<file path="src/design/kpc_pkg.sv">
// Shared constants, types and codes of the keyed parameter cache.
`timescale 1ns / 1ps

package kpc_pkg;

    localparam int NUM_AXES = 8;
    localparam int ENTRIES  = 16;
    localparam int TOTAL    = NUM_AXES * ENTRIES;

    localparam int KEY_W   = 24;
    localparam int DATA_W  = 32;
    localparam int ENTRY_W = KEY_W + DATA_W;

    localparam int ENT_W  = (ENTRIES > 1) ? $clog2(ENTRIES) : 1;
    localparam int CNT_W  = $clog2(ENTRIES + 1);
    localparam int ADDR_W = (TOTAL > 1) ? $clog2(TOTAL) : 1;

    localparam logic CMD_WRITE = 1'b0;
    localparam logic CMD_READ  = 1'b1;

    localparam logic [1:0] ST_OK       = 2'd0;
    localparam logic [1:0] ST_AXIS_ERR = 2'd1;
    localparam logic [1:0] ST_MISS     = 2'd2;

    typedef struct packed {
        logic              done;
        logic              hit;
        logic [ENT_W-1:0]  hit_idx;
        logic [DATA_W-1:0] hit_data;
        logic              free;
        logic [ENT_W-1:0]  free_idx;
    } t_scan_res;

endpackage

</file>
<file path="src/design/kpc_scan.sv">
// Bank scan sequencer: walks one bank through a single key comparator.
`timescale 1ns / 1ps

module kpc_scan (
    input  logic                        i_clk,
    input  logic                        i_rst_n,
    input  logic                        i_start,
    input  logic [kpc_pkg::KEY_W-1:0]   i_key,
    input  logic [kpc_pkg::ADDR_W-1:0]  i_base,
    input  logic                        i_slot_valid,
    input  logic [kpc_pkg::ENTRY_W-1:0] i_rdata,
    output logic                        o_rd_en,
    output logic [kpc_pkg::ADDR_W-1:0]  o_rd_addr,
    output kpc_pkg::t_scan_res          o_res
);

    logic                             r_busy;
    logic [kpc_pkg::CNT_W-1:0]        r_rd_idx;
    logic                             r_cmp_vld;
    logic [kpc_pkg::ENT_W-1:0]        r_cmp_idx;
    logic                             r_cmp_slot;
    logic                             r_done;
    logic                             r_hit;
    logic [kpc_pkg::ENT_W-1:0]        r_hit_idx;
    logic [kpc_pkg::DATA_W-1:0]       r_hit_data;
    logic                             r_free;
    logic [kpc_pkg::ENT_W-1:0]        r_free_idx;

    logic                             w_issue;
    logic [kpc_pkg::ENT_W-1:0]        w_idx;
    logic                             w_match;

    assign w_issue = r_busy && (r_rd_idx < kpc_pkg::CNT_W'(kpc_pkg::ENTRIES));
    assign w_idx   = r_rd_idx[kpc_pkg::ENT_W-1:0];
    // the one shared comparator
    assign w_match = r_cmp_vld && r_cmp_slot
                     && (i_rdata[kpc_pkg::ENTRY_W-1:kpc_pkg::DATA_W] == i_key);

    assign o_rd_en   = w_issue;
    assign o_rd_addr = i_base + kpc_pkg::ADDR_W'(w_idx);

    always_ff @(posedge i_clk) begin
        if (!i_rst_n) begin
            r_busy    <= 1'b0;
            r_cmp_vld <= 1'b0;
            r_done    <= 1'b0;
            r_hit     <= 1'b0;
            r_free    <= 1'b0;
            r_rd_idx  <= '0;
        end else if (i_start) begin
            r_busy    <= 1'b1;
            r_cmp_vld <= 1'b0;
            r_done    <= 1'b0;
            r_hit     <= 1'b0;
            r_free    <= 1'b0;
            r_rd_idx  <= '0;
        end else begin
            r_done    <= 1'b0;
            r_cmp_vld <= w_issue;
            if (w_issue) begin
                r_rd_idx   <= r_rd_idx + 1'b1;
                r_cmp_idx  <= w_idx;
                r_cmp_slot <= i_slot_valid;
                if (!i_slot_valid && !r_free) begin
                    r_free     <= 1'b1;
                    r_free_idx <= w_idx;
                end
            end
            // keep the first match
            if (w_match && !r_hit) begin
                r_hit      <= 1'b1;
                r_hit_idx  <= r_cmp_idx;
                r_hit_data <= i_rdata[kpc_pkg::DATA_W-1:0];
            end
            if (r_busy && !w_issue && !r_cmp_vld) begin
                r_busy <= 1'b0;
                r_done <= 1'b1;
            end
        end
    end

    assign o_res.done     = r_done;
    assign o_res.hit      = r_hit;
    assign o_res.hit_idx  = r_hit_idx;
    assign o_res.hit_data = r_hit_data;
    assign o_res.free     = r_free;
    assign o_res.free_idx = r_free_idx;

endmodule

</file>
<file path="config.mk">
export PLATFORM = sky130hd
export DESIGN_NAME = kpc_scan
export DESIGN_NICKNAME = d
export VERILOG_FILES = /design/src/design/kpc_pkg.sv /design/src/design/kpc_scan.sv
export SDC_FILE = /design/constraint.sdc
export NUM_CORES = 1
export LEC_CHECK = 0
export BUFFER_PORTS_ARGS = -buffer_cell sky130_fd_sc_hd__buf_2
export CELL_PAD_IN_SITES_DETAIL_PLACEMENT = 2
export CELL_PAD_IN_SITES_GLOBAL_PLACEMENT = 2
export CORE_MARGIN = 2
export CORE_UTILIZATION = 25
export CTS_CLUSTER_DIAMETER = 200
export DETAILED_ROUTE_END_ITERATION = 12
export GPL_TIMING_DRIVEN = 0
export PLACE_DENSITY_LB_ADDON = 0.1
export SLEW_MARGIN = 10
export SYNTH_ARGS = -nofsm -noshare
export SYNTH_HDL_FRONTEND = slang
export SYNTH_SLANG_ARGS = --single-unit
</file>
<file path="constraint.sdc">
create_clock -name i_clk -period 4.1 [get_ports i_clk]
set_input_delay 0.615 -clock i_clk [delete_from_list [all_inputs] [get_ports i_clk]]
set_output_delay 0.615 -clock i_clk [all_outputs]
set_load 0.01 [all_outputs]
</file>
## Word-level counts from Yosys, hierarchy flattened

Cells that the tools add are included.

- Add/subtract/negate cells: 2
- Eq/ne operators: 1
- Reduce and logical (&&, ||, !) cells: 18
- $lt $le $gt $ge: 1
- Bitwise logic cells: 2
- Muxes and demuxes: 3

Operators with widths:

| kind | number |
|---|---|
| 24-bit == test | 1 |
| 7-bit by 4-bit adder with 7-bit output | 1 |
| 1-bit logical AND | 7 |
| 3-bit AND reduction | 2 |
| 5-bit by 1-bit adder with 5-bit output (second input constant) | 1 |
| 1-bit logical NOT | 5 |
| 5-bit < comparator (second input constant) | 1 |
| 4-bit AND reduction | 1 |
| 1-bit two-way mux | 3 |
| 1-bit NOT | 2 |
| 2-bit AND reduction | 1 |
| 2-bit nonzero test | 1 |
| 2-bit OR reduction | 1 |

- Flip-flop bits (word level): 55
- Input port bits: 91
- Output and inout port bits: 51
- Logic and storage cells: 38

## Logic depth before layout (Yosys ltp)

- Depth in word-level cells: 7
- Mapped depth: 6
- Depth with buffers taken out: 6

## Worst setup path before layout

Ideal clock, no wire load.

- Path kind: input to register
- From: in i_key[18] (netlist name)
- To: reg r_hit_data[0] (netlist name), enable pin
- Required time: 3.671 ns
- Library setup time: 0.429 ns
- Data arrival time: 2.690 ns
- Path buffers: 0
- Setup slack: 0.981 ns
- Cell stages on the path: 4
- Cell sequence: xor2_1 -> nor4_1 -> nand4_1 -> nor2_1

- Longest elaborated chain between the ends: 4

Ends and longest elaborated chain:

| element | line | text |
|---|---|---|
| from (decl) | kpc_scan.sv:8 | `input logic [kpc_pkg::KEY_W-1:0] i_key,` |
| 24-bit == test | kpc_scan.sv:37 | `&& (i_rdata[kpc_pkg::ENTRY_W-1:kpc_pkg::DATA_W] == i_key);` |
| 1-bit logical AND | kpc_scan.sv:37 |  |
| 1-bit logical AND | kpc_scan.sv:70 | `if (w_match && !r_hit) begin` |
| 3-bit AND reduction (no line) | - |  |
| to (signal assigned) | kpc_scan.sv:73 | `r_hit_data <= i_rdata[kpc_pkg::DATA_W-1:0];` |
| to (decl) | kpc_scan.sv:25 | `logic [kpc_pkg::DATA_W-1:0] r_hit_data;` |

Every way passes these cells.
A chain may end at the register's enable or synchronous reset.

## Worst setup path in the final report

- From: reg r_rd_idx[0] (netlist name)
- To: out o_rd_addr[6] (netlist name)

- Longest elaborated chain between the ends: 1

Ends and longest elaborated chain:

| element | line | text |
|---|---|---|
| from (decl) | kpc_scan.sv:18 | `logic [kpc_pkg::CNT_W-1:0] r_rd_idx;` |
| from (signal assigned) | kpc_scan.sv:61 | `r_rd_idx <= r_rd_idx + 1'b1;` |
| 7-bit by 4-bit adder with 7-bit output | kpc_scan.sv:40 | `assign o_rd_addr = i_base + kpc_pkg::ADDR_W'(w_idx);` |
| to (decl) | kpc_scan.sv:13 | `output logic [kpc_pkg::ADDR_W-1:0] o_rd_addr,` |

Every way passes these cells.

==> metrics.md <==
| Metric | Value |
|---|---|
| Result of the run | `completed` |
| Kind of path behind the tightest hold check | `register to register` |
| MaxCap Viol Count | `0` |
| Leakage power total | `~0.0014 uW` |
| Warnings, synthesis | `0` |
| Detailed-routed wire length on met3 | `338 um` |
| Unique masters post-synth | `24` |
| Number of nets in the layout | `~390` |
| Tmin final | `around 2800 ps` |
| Worst r2r src | `r_cmp_vld` |
| Worst rel slew slack | `39.9%` |
| Number of global-route vias before repair | `1747` |
| Number of nets produced by synthesis | `240` |
| Internal power summed over all cells | `slightly below 800 uW` |
| Ratio of final minimum period to clock period | `68.0%` |
| Hold_buf cts | `0` |
| Synth Area in Simple Gates | `just under 8%` |
| Cell type contributing the most total cell area after synthesis | `sky130_fd_sc_hd__edfxtp_1` |
| Vias per inst | `4.20` |
| Proportion of layout cells with a drive suffix above 1 | `53.2%` |
| Number of storage elements in the synthesis netlist | `55` |
| Number of clock sinks | `55` |
| Wire length of the first global-routing pass | `9140 um` |
| Area of placed instances | `3050 sq um` |
| Number of enable-type register cells in the synthesized netlist | `45` |
| Total number of placement rows | `34` |
| GR Overflow Total | `0` |
| Max-slew violation count | `0` |
| CP startpoint | `r_rd_idx[0]` |
| H-tree levels | `2` |
| Maximum ir drop on the vdd rail | `138 uV` |
| Relative area change from synthesis to final layout | `44.8%` |
| Number of buffers between clock root and the deepest sink | `2` |
| Synth Area in XOR/XNOR | `12.9%` |
| Number of top-level pins | `142` |
| PostCTS Resize Cnt | `0` |
| Proportion of register bits with asynchronous set or reset after synthesis | `0%` |
| All-Layer GR Usage | `around an eighth` |
| Non-Filler Cell Area, Final | `3150 sq um` |
| Unrepaired setup endpoints after global routing | `false` |
| Top library cells by usage in the layout, fill and taps aside | `sky130_fd_sc_hd__buf_2 (141), sky130_fd_sc_hd__edfxtp_1 (45), sky130_fd_sc_hd__xor2_1 (29)` |
| Crit end category | `output pin` |
| Synth Area in Compound Gates | `2.53%` |
| WL met1 | `2400 um` |
| Pin count of the biggest net entering global routing | `21` |
| Count of routing violations after the opening detailed-route iteration | `18` |
| Synth Instances | `roughly 140` |
| TritonCTS clock tree | `yes` |
| Routed len/inst | `14.5 um` |
| Adder-cell share of the synthesized area | `approximately 3.8%` |
| Multiplexer share of the synthesized area | `0%` |
| Portion of synthesized cell area occupied by the leading cell type | `just over 60%` |
| Post-DP HPWL | `between 4000 and 5000 um` |
| Mapped cell area | `2180 sq um` |
| Synthesized area per cell | `15.2 sq um` |
| Final std cells w/o fill | `roughly 400` |
| Power per Cell Area | `between 300 and 400 nW/um^2` |
| Share of the core filled with cells in the final layout | `a little under two fifths` |
| Combinational share of power | `slightly above 9%` |
| Startpoint of the lowest-slack hold path | `r_cmp_idx[0]` |
| Fin Clk Skew | `7.16 ps` |
| Cell count after placement | `393` |
| Worst-Margin Slew | `just under 900 ps` |
| Final Hold Violating Endpoints | `0` |
| Net load switching power | `234 uW` |
| Kind of critical path | `register to output pin` |
| Total length of routed wires | `5830 um` |
| Total DRC errors in the routed layout | `0` |
| Clock Power Share | `between 30% and 40%` |
| Inserted Clock Buffers | `5` |
| Post-CTS setup buffer count | `0` |
| Final setup violation count | `0` |
| Area of the core | `about 8600 sq um` |
| Die ar. | `9480 sq um` |
| Top cells by area in the synthesized netlist | `sky130_fd_sc_hd__edfxtp_1 (62%), sky130_fd_sc_hd__xor2_1 (12%), sky130_fd_sc_hd__dfxtp_1 (9.2%)` |
| Main combinational cell family by area after synthesis | `XOR/XNOR gates` |
| Required time of the worst setup path | `between 3000 and 4000 ps` |
| Initial antenna violation count | `1` |
| Die H | `97.3 um` |
| Worst-path clk slew | `110 ps` |
| Post-layout power | `a little over 1000 uW` |
| Data arrival, critical path | `~2200 ps` |
| Post-synthesis sequential area ratio | `71.2%` |
| Switching power as a share of total power | `23.0%` |
| Weighted congestion at the end of routability-driven global placement | `0.677` |
| Main flop type after synthesis | `sky130_fd_sc_hd__edfxtp_1` |
| Top layer used by detailed routing | `met4` |
| Library cell used as clock root buffer | `sky130_fd_sc_hd__clkbuf_8` |
| Startpoint Class | `register` |
| Remaining antenna violation count | `0` |
| Initial Utilization | `between 20% and 30%` |
| Sequential group share of total power | `between 50% and 60%` |
| Highest clock rate | `359 MHz` |
| Port Buf Inserts | `141` |
| Later-pin clock latency in the skew report | `310 ps` |
| DIE WIDTH | `97.3 um` |
| Worst Hold Margin | `428 ps` |
| Total length of routed met2 wires | `just over 3000 um` |
| Routed via count | `1689` |
| Most common cell after layout, fill and taps aside | `sky130_fd_sc_hd__buf_2` |
| Pre-Repair DR Iteration Count | `3` |
| Maximum fanout along the worst path | `6` |
[per-stage QoR]
step	TNS, ps	setup slack [ps]
floorplan	0	981
global placement	-5160	-145
detailed placement	0	1300
CTS	0	1260
global route	0	1120
finish	0	1310
[cell type report]
cell class                 count  area [sq um]
antenna                        1          2.50
buffer                         4          26.3
clock buffer                   5          68.8
clock inverter                 3          28.8
fill                         980          5440
inverter                       3          11.3
multi-input combinational     81           597
sequential                    55          1550
tap                          108           135
timing repair buffer         142           733
[critical path: stages (launching register included)]
cell and delay [ps]:
sky130_fd_sc_hd__dfxtp_1 400, sky130_fd_sc_hd__ha_1 240, sky130_fd_sc_hd__fa_1 410, sky130_fd_sc_hd__a21o_1 200
sky130_fd_sc_hd__a21oi_1 240, sky130_fd_sc_hd__nor2_1 90, sky130_fd_sc_hd__xor2_1 140, sky130_fd_sc_hd__buf_2 140
[cells in the mapped netlist (all sizes together) (3+ instances only)]
cell	number
buf	3
inv	3
xnor2	3
nand2	7
xor2	29
nor2	11
ha	5
a21oi	4
nand2b	3
nor4	7
dfxtp	10
edfxtp	45
[final timing paths]
check                                      end  slack, ps  depth (start not counted)
worst max register to register  r_hit_data[18]       2290                          5
worst min-delay path              r_hit_idx[0]        430                          0
worst min register to register    r_hit_idx[0]        430                          0
worst max-delay path              o_rd_addr[6]       1310                          7
[state kept, by name, summed over array words and instances (netlist names), 4 cells and up]
| signal | count |
|---|---|
| r_free_idx | 4 |
| r_cmp_idx | 4 |
| r_rd_idx | 5 |
| r_hit_data | 32 |
| r_hit_idx | 4 |
[power groups by stage]
| stage | logic [uW] | registers, uW | clock network [uW] |
|---|---|---|---|
| 5_1_grt | 105 | 609 | 356 |
| 3_3_place_gp | 92.2 | 621 | 0 |
| 6_report | 93.9 | 608 | 316 |
| 3_5_place_dp | 95.6 | 621 | 0 |
| 4_1_cts | 96.1 | 608 | 335 |
| 2_1_floorplan | 35.3 | 620 | 0 |
[per-layer routing]
layer  GRT usage [%]  up-vias
met2            21.2       61
met5               0        -
met1            15.2      814
met3            3.17        6
met4            2.88        0
li1                -      808
[cells by family after synthesis]
group / count (synthesis)
DFF: 55
AOI/OAI and AO/OA: 9
xor gates and xnor gates: 32
buffers and inverters: 7
adders and majority gates: 6
and+or+nand+nor: 34
Power figures use the tool's default switching activity.
