<file path="config.mk">
export PLATFORM = sky130hd
export DESIGN_NAME = kpc_ram
export DESIGN_NICKNAME = d
export VERILOG_FILES = /design/src/design/kpc_ram.sv
export SDC_FILE = /design/constraint.sdc
export NUM_CORES = 1
export LEC_CHECK = 0
export ABC_AREA = 1
export BUFFER_PORTS_ARGS = -buffer_cell sky130_fd_sc_hd__buf_2
export CAP_MARGIN = 0
export CORE_MARGIN = 10
export CORE_UTILIZATION = 50
export DETAILED_ROUTE_END_ITERATION = 7
export PLACE_DENSITY = 0.67
export SYNTH_ARGS = -nofsm -noshare
export SYNTH_HDL_FRONTEND = slang
export SYNTH_SLANG_ARGS = --single-unit
</file>
<file path="constraint.sdc">
create_clock -name i_clk -period 1.3 [get_ports i_clk]
set_input_delay 0.13 -clock i_clk [delete_from_list [all_inputs] [get_ports i_clk]]
set_output_delay 0.13 -clock i_clk [all_outputs]
set_load 0.005 [all_outputs]
</file>
<file path="src/design/kpc_ram.sv">
// Generic single-write, single-read RAM with registered read data.
`timescale 1ns / 1ps

module kpc_ram #(
    parameter int WIDTH = 8,
    parameter int DEPTH = 16
) (
    input  logic                                     i_clk,
    input  logic                                     i_we,
    input  logic [((DEPTH > 1) ? $clog2(DEPTH) : 1)-1:0] i_waddr,
    input  logic [WIDTH-1:0]                         i_wdata,
    input  logic                                     i_re,
    input  logic [((DEPTH > 1) ? $clog2(DEPTH) : 1)-1:0] i_raddr,
    output logic [WIDTH-1:0]                         o_rdata
);

    logic [WIDTH-1:0] r_mem [DEPTH];
    logic [WIDTH-1:0] r_rdata;

    always_ff @(posedge i_clk) begin
        if (i_we) begin
            r_mem[i_waddr] <= i_wdata;
        end
        if (i_re) begin
            r_rdata <= r_mem[i_raddr];
        end
    end

    assign o_rdata = r_rdata;

endmodule

</file>
# --- Yosys cells after proc, flatten, opt, wreduce, memory -nomap -nowiden ---
# Memory sizes are Yosys's and may differ from the RTL's. A register that Yosys moved wholly into a read port is not among the register bits.
# Index checks and enable logic that the tools add are counted.
classes:
  muxes: 2
op_table:
  columns: ["op", "count"]
  rows:
  - ["$mux 1", 2]
totals:
  register_bits: 0
  ramBits: 128
  in_bits: 19
  output_inout_bits: 8
  elab_cells: 3
  n_memories: 1
memory_table:
  columns: ["name", "words", "word_bits", "rd", "rd_clocked_by_memory_dff", "write_ports", "line", "text"]
  rows:
  - ["r_mem", 16, 8, 1, 1, 1, "17", "logic [WIDTH-1:0] r_mem [DEPTH];"]

# --- Depth between registers and ports, before layout ---
# Gate-level depths: netlist of run 1.
depth:
  ltp_word: 2
  mapped_depth: 8
  ltp_nobuf: 7

# --- Worst setup path before layout of run 1 ---
# No wires, ideal clock.
synth_timing:
  path_type: "input-to-reg"
  start: "input port i_waddr[2] (netlist name)"
  end: "memory r_mem[10][0] (enable)"
  setup_ns: 0.370
  arrival_ns: 0.711
  required_time_ns: 0.930
  slack_ns: 0.219
  path_stages: 2
  path_buffers: 0
  cell_sequence: "nand3b_1 -> nor2_1"
synth_lines:
  columns: ["item", "line", "text"]
  rows:
  - ["from (decl)", "10", "input logic [((DEPTH > 1) ? $clog2(DEPTH) : 1)-1:0] i_waddr,"]
  - ["to (decl)", "17", null]
# No word-level cell before the write port.

==> results of run 1 <==
## final timing paths
| kind | startpoint | end | slack, ns | depth (start not counted) |
|---|---|---|---|---|
| hold reg to reg | r_mem[11][7] | o_rdata[7] | 0.74 | 6 |
| hold / removal | i_re | o_rdata[7] | 0.1 | 1 |
| setup reg to reg | r_mem[9][5] | o_rdata[5] | 0.15 | 6 |
| setup / recovery | r_mem[9][5] | o_rdata[5] | 0.15 | 6 |
## area by class of cell
class	instances	area, um2
Clock inverter	14	253
Multi-Input combinational cell	289	1210
Fill cell	920	4520
Timing Repair Buffer	51	355
Tap cell	143	179
Inverter	102	383
Clock buffer	18	429
Sequential cell	136	4080
## through the flow
| step | worst slack, ns | instances | total power, mW |
|---|---|---|---|
| after global routing | 0.0867 | 753 | 11.4 |
| after CTS | 0.145 | 753 | 11.1 |
| after global placement | -0.0833 | 721 | 5.66 |
| after detailed placement | -0.0741 | 721 | 5.67 |
| final | 0.146 | 753 | 11.1 |
| after floorplan | 0.219 | 551 | 5.40 |
## cells by family after synthesis
family | count (synthesis) | synth area share
buffers and inverters | 126 | 0.0939
DFF | 136 | 0.698
and+or+nand+nor | 289 | 0.208
## layer usage
metal,vias up,global-route usage,part of all wire
li1,1872,-,-
met1,1911,0.219,0.44
met2,158,0.258,0.48
met3,12,0.0409,0.073
met4,0,0.0623,0.011
met5,-,0,0
## critical path: cells and delay by family, from the launching register on
family                 cells  cell delay (ns)
buffers and inverters      1             0.06
flip-flops                 1             0.36
AND/OR/NAND/NOR            5             0.48
## cell usage after synthesis
master,number
buf_4,4
nand3_1,97
nand2_1,173
buf_2,13
edfxtp_1,136
buf_6,6
buf_1,1
inv_2,2
nor2_1,17
inv_1,100
nand3b_1,2
## flip-flops by register name, summed over array words and instances (netlist names)
register,flops
o_rdata,8
r_mem,128
## power by group through the flow
stage / registers (mW) / logic (mW) / clock network, mW
after global placement: 5.06 / 0.597 / 0
after global routing: 4.98 / 0.678 / 5.76
after detailed placement: 5.07 / 0.608 / 0
final: 4.98 / 0.610 / 5.51
after CTS: 4.97 / 0.612 / 5.55
after floorplan: 5.06 / 0.346 / 0
==> flow_summary.yaml, run 1 <==
timing:
  setup_tns_ns: 0
  setup_violations: 0
  fin_skew_ns: 0.00701
  tightest_slew_ns: 0.630
  final_hold_viol_count: 0
  slew_violations: 0
  min_period_over_period: 0.887
  fin_hold_ws_ns: 0.0951
  rsz0062_at_grt: "false"
  period_needed_ns: 1.15
  timing.slew.headroom: 0.580
  clock.fmax_mhz: 867
placement:
  placed_area_mm2: 0.00621
  gp_congestion: 0.857
  place_hpwl_um: 8370
  portBuffers: 26
setup_path:
  timing.critical_path.cells: "inv_1 -> nand2_1 -> nand3_1 -> nand3_1 -> nand3_1 -> nand2_1"
  cpPeakStageDelay_ns: 0.36
  slowest_stage: "edfxtp_1"
  startpoint_type: "flip-flop"
  crit_fanout: 1
  cp-end-kind: "flip-flop"
  required_ns: 1.46
  cp_common_cell: "nand3_1"
  worstSetupPathType: "flip-flop to flip-flop"
  worstPathArrival_ns: 1.31
detailed_routing:
  drt_iter0_drc: 463
  drc: 0
  via_per_inst: 5.25
  via_count: 3953
  finalWirelength_um: 13400
  antenna_left: 0
  dr.pass1.iters: 5
  wl_per_cell_um: 17.7
power_and_ir_drop:
  vdd_drop_max_v: 0.000914
  p_leak_nw: 2.99
  clock_power_share: 0.497
  cellPowerDensity_mw_per_mm2: 1610
  combPwrFrac: 0.055
  power_frac_seq: 0.448
  p_int_mw: 8.90
  p_sw_mw: 2.20
  power.share.switching: 0.198
cells_and_area:
  layout_common_cells: "nand2_1, edfxtp_1, inv_1"
  drive_gt1_frac: 0.134
  final_util: 0.604
  final_common_cell: "nand2_1"
  final_cell_area_mm2: 0.00690
  area_delta_synth_final_pct: 18.0
  finalNetCount: 616
  n_antenna_cell: 0
synthesis:
  yosys.area.top_type_share: 0.698
  synth_top_area_cell: "edfxtp_1"
  syn_area_mm2: 0.00585
  ys_seq_area_frac: 0.698
  syn-num-nets: 570
  synth-seq-cells: 136
  postSynthCellCount: 551
  ys_top_cells_by_area: "edfxtp_1, nand2_1, nand3_1"
  ys_warn_count: 0
  syn_avg_cell_area_um2: 10.6
  synth_cell_types: 11
clocking:
  cts.path.max_buffers: 2
  path_clk_slew_ns: 0.06
  clk_latency_ns: 0.41
  cts_setup_buffers: 0
  clock-root-buffer: "clkbuf_16"
  cts_tree: "built"
  cts_inserted_buffers: 17
  htreeDepth: 4
  clock_sinks: 136
  cts_resized: 0
  cts_hold_buf: 0
floorplan:
  dieWidth_um: 128
  fp.coreArea_mm2: 0.0114
  num_rows: 39
  start_util: 0.512
  die_area_mm2: 0.0164
  die_y_um: 128
  ios: 27
job:
  drv_cap: 0
global_route:
  grt_max_degree: 49
  antenna_found_initial: 0
  grt.overflow.total: 0
  grt_usage: 0.165
  grt_pass1_vias: 3796
  grt_pass1_wl_um: 20500
run_status:
  status: "complete, no violations"
hold_path:
  hold_class: "input port to flip-flop"
No activity file was read; power rests on OpenSTA's default activity.
==> inputs of run 2 (changes only) <==
- CORE_UTILIZATION: 50 -> 33
- PLACE_DENSITY: 0.67 -> not set
==> flow_summary.yaml, run 2 (synthesis gave the netlist of run 1 again) <==
timing:
  rsz0062_at_grt: "false"
  tightest_slew_ns: 0.626
  period_needed_ns: 1.17
  fin_hold_ws_ns: 0.0861
  timing.slew.headroom: 0.582
  setup_violations: 0
  final_hold_viol_count: 0
  slew_violations: 0
  worst_slack_ns: 0.132
  min_period_over_period: 0.899
  fin_skew_ns: 0.00618
  clock.fmax_mhz: 856
clocking:
  path_clk_slew_ns: 0.06
  cts_tree: "built"
  cts_inserted_buffers: 17
  cts.path.max_buffers: 2
  cts_setup_buffers: 0
  clk_latency_ns: 0.41
  clock_sinks: 136
  cts_hold_buf: 0
  htreeDepth: 4
  clock-root-buffer: "clkbuf_16"
  cts_resized: 0
cells_and_area:
  layout_common_cells: "nand2_1, edfxtp_1, inv_1"
  final_common_cell: "nand2_1"
  largest_register_ff_count: 128
  n_antenna_cell: 0
  top_register: "r_mem"
  area_delta_synth_final_pct: 17.7
  finalNetCount: 617
  drive_gt1_frac: 0.137
detailed_routing:
  drt_iter0_drc: 331
  finalWirelength_um: 13400
  via_per_inst: 4.59
  drc: 0
  dr.pass1.iters: 7
  wl_per_cell_um: 16.0
  antenna_left: 0
  via_count: 3835
setup_path:
  startpoint: "r_mem[1][0]"
  cp-end-kind: "flip-flop"
  r2r-start: "r_mem[1][0]"
  required_ns: 1.46
  worstPathArrival_ns: 1.32
  worstSetupPathType: "flip-flop to flip-flop"
  startpoint_type: "flip-flop"
  crit_fanout: 1
global_route:
  grt_usage: 0.115
  grt_pass1_vias: 3740
  grt_max_degree: 33
  grt.overflow.total: 0
  antenna_found_initial: 0
  grt_pass1_wl_um: 20900
floorplan:
  start_util: 0.337
  die_y_um: 153
  die_area_mm2: 0.0234
  num_rows: 48
  ios: 27
  dieWidth_um: 153
  fp.coreArea_mm2: 0.0174
run_status:
  status: "complete, no violations"
placement:
  place_ws_ns: -0.0723
  gp_congestion: 0.844
  place_hpwl_um: 8850
  portBuffers: 26
hold_path:
  hold_class: "input port to flip-flop"
  worstHoldStart: "i_re"
power_and_ir_drop:
  p_leak_nw: 2.94
  vdd_drop_max_v: 0.00109
  cellPowerDensity_mw_per_mm2: 1450
job:
  drv_cap: 0
[run 2: cell types whose count changed in the layout (fill, tap and decap cells not counted), sizes merged]
| cell | delta |
|---|---|
| bufinv | -6 |
| clkinv | +3 |
| inv | +3 |
| buf | +1 |
| clkbuf | -1 |
| clkinvlp | +1 |
[run 2: through the flow]
stage                      util  setup TNS (ns)  instance area (um2)  total power, mW  instances
after global routing      0.396               0                 6880             10.4        836
after CTS                 0.396               0                 6880             10.1        836
after detailed placement  0.364          -0.267                 6320             5.67        804
final                     0.396               0                 6880             10.0        836
after floorplan               -               0                 5850             5.40        551
after global placement    0.364          -0.236                 6320             5.66        804
[run 2: worst max-delay path: stages, from the launching register on]
cell	delay [ns]
edfxtp_1	0.37
inv_1	0.06
nand2_1	0.05
nand3_1	0.08
nand3_1	0.13
nand3_1	0.13
nand2_1	0.09
[run 2: per-layer routing]
metal / global-route usage / routed length (um) / vias to the layer above
met2: 0.173 / 5990 / 114
met3: 0.0334 / 768 / 19
met4: 0.0445 / 229 / 0
met5: 0 / 0 / -
met1: 0.152 / 6370 / 1825
li1: - / - / 1877
[run 2: final timing paths]
kind	to	slack (ns)	cells after the start
worst max-delay path	o_rdata[0]	0.13	6
worst min-delay path	o_rdata[7]	0.09	1
worst max register to register	o_rdata[0]	0.13	6
worst min register to register	o_rdata[3]	0.75	6
[run 2: area by class of cell]
class	count	area [um2]
Inverter	102	383
Tap cell	225	282
Fill cell	1624	10500
Sequential cell	136	4080
Multi-Input combinational cell	289	1210
Clock buffer	17	425
Clock inverter	15	129
Timing Repair Buffer	52	363
[run 2: power by group]
group | total, mW | switching (mW) | internal (mW)
clock network | 4.42 | 1.80 | 2.62
registers | 4.97 | 0.0297 | 4.94
logic | 0.604 | 0.416 | 0.188
total | 10.0 | 2.24 | 7.75
==> inputs of run 3 (changes only) <==
- MAX_ROUTING_LAYER: not set -> met4
- PLACE_DENSITY: not set -> 0.61
- clock period: 1.3 -> 1.05 ns (I/O delays scaled with it)
==> flow_summary.yaml, run 3 (synthesis gave the netlist of run 1 again) <==
floorplan:
  die_area_mm2: 0.0234
  die_y_um: 153
  fp.coreArea_mm2: 0.0174
  start_util: 0.337
  dieWidth_um: 153
  num_rows: 48
  ios: 27
cells_and_area:
  area_delta_synth_final_pct: 25.5
  multiInputGateArea_mm2: 0.00144
  final_cells: 844
  final-seq-area_mm2: 0.00408
  finalNetCount: 624
  drive_gt1_frac: 0.227
  layout_common_cells: "nand2_1, edfxtp_1, inv_1"
  fillers: 1621
  largest_register_ff_count: 128
  final_cell_area_mm2: 0.00734
  top_register: "r_mem"
  final_common_cell: "nand2_1"
setup_path:
  cp.buffers_inverters: 1
  cp_top_family: "flip-flops"
  required_ns: 0.94
  cpPeakStageDelay_ns: 0.45
  timing.critical_path.cells: "buf_2"
  worstPathArrival_ns: 1.03
  crit_fanout: 1
  r2r_slack_ns: -0.03
  cp-end-kind: "output pin"
  worstSetupPathType: "flip-flop to output pin"
  startpoint_type: "flip-flop"
  slowest_stage: "edfxtp_1"
clocking:
  clock_sinks: 136
  clk_latency_ns: 0.41
  cts.path.max_buffers: 2
  clock-root-buffer: "clkbuf_16"
  path_clk_slew_ns: 0.06
  cts_inserted_buffers: 17
  cts_tree: "built"
  cts_setup_buffers: 0
  htreeDepth: 4
timing:
  slew_violations: 0
  clock.fmax_mhz: 880
  period_needed_ns: 1.14
  min_period_over_period: 1.08
  tightest_slew_ns: 0.425
  fin_skew_ns: 0.00568
  worst_slack_ns: -0.0864
  rsz0062_at_grt: "true"
  setup_violations: 13
  final_hold_viol_count: 0
  timing.slew.headroom: 0.716
global_route:
  grt_pass1_wl_um: 22000
  grt.overflow.total: 0
  antenna_found_initial: 1
  grt_pass1_vias: 4060
  grt_usage: 0.124
  grt_max_degree: 28
placement:
  placed_area_mm2: 0.00648
  placed_cells: 811
  portBuffers: 26
  gp_congestion: 0.889
  place_hpwl_um: 9180
power_and_ir_drop:
  p_sw_mw: 2.95
  power.share.switching: 0.220
  p_int_mw: 10.4
  p_leak_nw: 3.12
  combPwrFrac: 0.068
  power_frac_seq: 0.461
  clock_power_share: 0.471
  vdd_drop_max_v: 0.00126
  cellPowerDensity_mw_per_mm2: 1820
detailed_routing:
  drc: 0
  via_count: 3894
  wl_per_cell_um: 16.6
  via_per_inst: 4.61
  drt_iter0_drc: 407
  dr.pass1.iters: 5
  antenna_left: 0
  finalWirelength_um: 14000
run_status:
  status: "complete, but fails checks"
  violations: "negative setup slack"
job:
  drv_cap: 0
hold_path:
  hold_class: "input port to flip-flop"
run 3: repair_timing:
| action | CTS | global route |
|---|---|---|
| resized for setup | 30 | 19 |
| hold buffers | 0 | 0 |
| endpoints found under the setup margin | 13 | 14 |
| pin swaps | 21 | 16 |
run 3: power groups by stage:
stage | clock [mW] | sequential, mW | combinational [mW]
2_1_floorplan | 0 | 6.26 | 0.429
3_3_place_gp | 0 | 6.27 | 0.817
3_5_place_dp | 0 | 6.27 | 0.833
4_1_cts | 6.36 | 6.16 | 0.884
5_1_grt | 6.61 | 6.16 | 1.01
6_report | 6.29 | 6.16 | 0.913
run 3: cell type report:
class | instances | share of cell area
Multi-Input combinational cell | 289 | 0.196
Tap cell | 225 | 0.0384
Antenna cell | 1 | 0.000341
Inverter | 102 | 0.0522
Sequential cell | 136 | 0.557
Clock inverter | 15 | 0.0276
Clock buffer | 17 | 0.0580
Timing Repair Buffer | 59 | 0.0703
run 3: per-stage QoR:
| step | util | TNS [ns] | power [mW] | worst slack (ns) | hold WS (ns) |
|---|---|---|---|---|---|
| finish | 0.423 | -0.381 | 13.4 | -0.0864 | 0.0630 |
| global route | 0.423 | -1.04 | 13.8 | -0.110 | 0.0462 |
| CTS | 0.418 | -0.370 | 13.4 | -0.0977 | 0.0405 |
| detailed placement | 0.373 | -4.92 | 7.10 | -0.305 | 0.479 |
| floorplan | - | -0.374 | 6.69 | -0.00584 | 0.204 |
| global placement | 0.373 | -4.05 | 7.08 | -0.305 | 0.477 |
run 3: final timing paths:
path | from | endpoint | cells past startpoint
worst min register to register | r_mem[12][5] | o_rdata[5] | 6
worst max-delay path | o_rdata[1] | o_rdata[1] | 1
worst max register to register | r_mem[7][6] | o_rdata[6] | 6
worst min-delay path | i_re | o_rdata[3] | 1
run 3: metal layers:
metal | vias to the layer above | GRT usage | part of all wire
li1 | 1890 | - | -
met3 | 20 | 0.0368 | 0.049
met4 | 0 | 0.0527 | 0.026
met5 | - | - | 0
met1 | 1880 | 0.155 | 0.46
met2 | 104 | 0.184 | 0.46
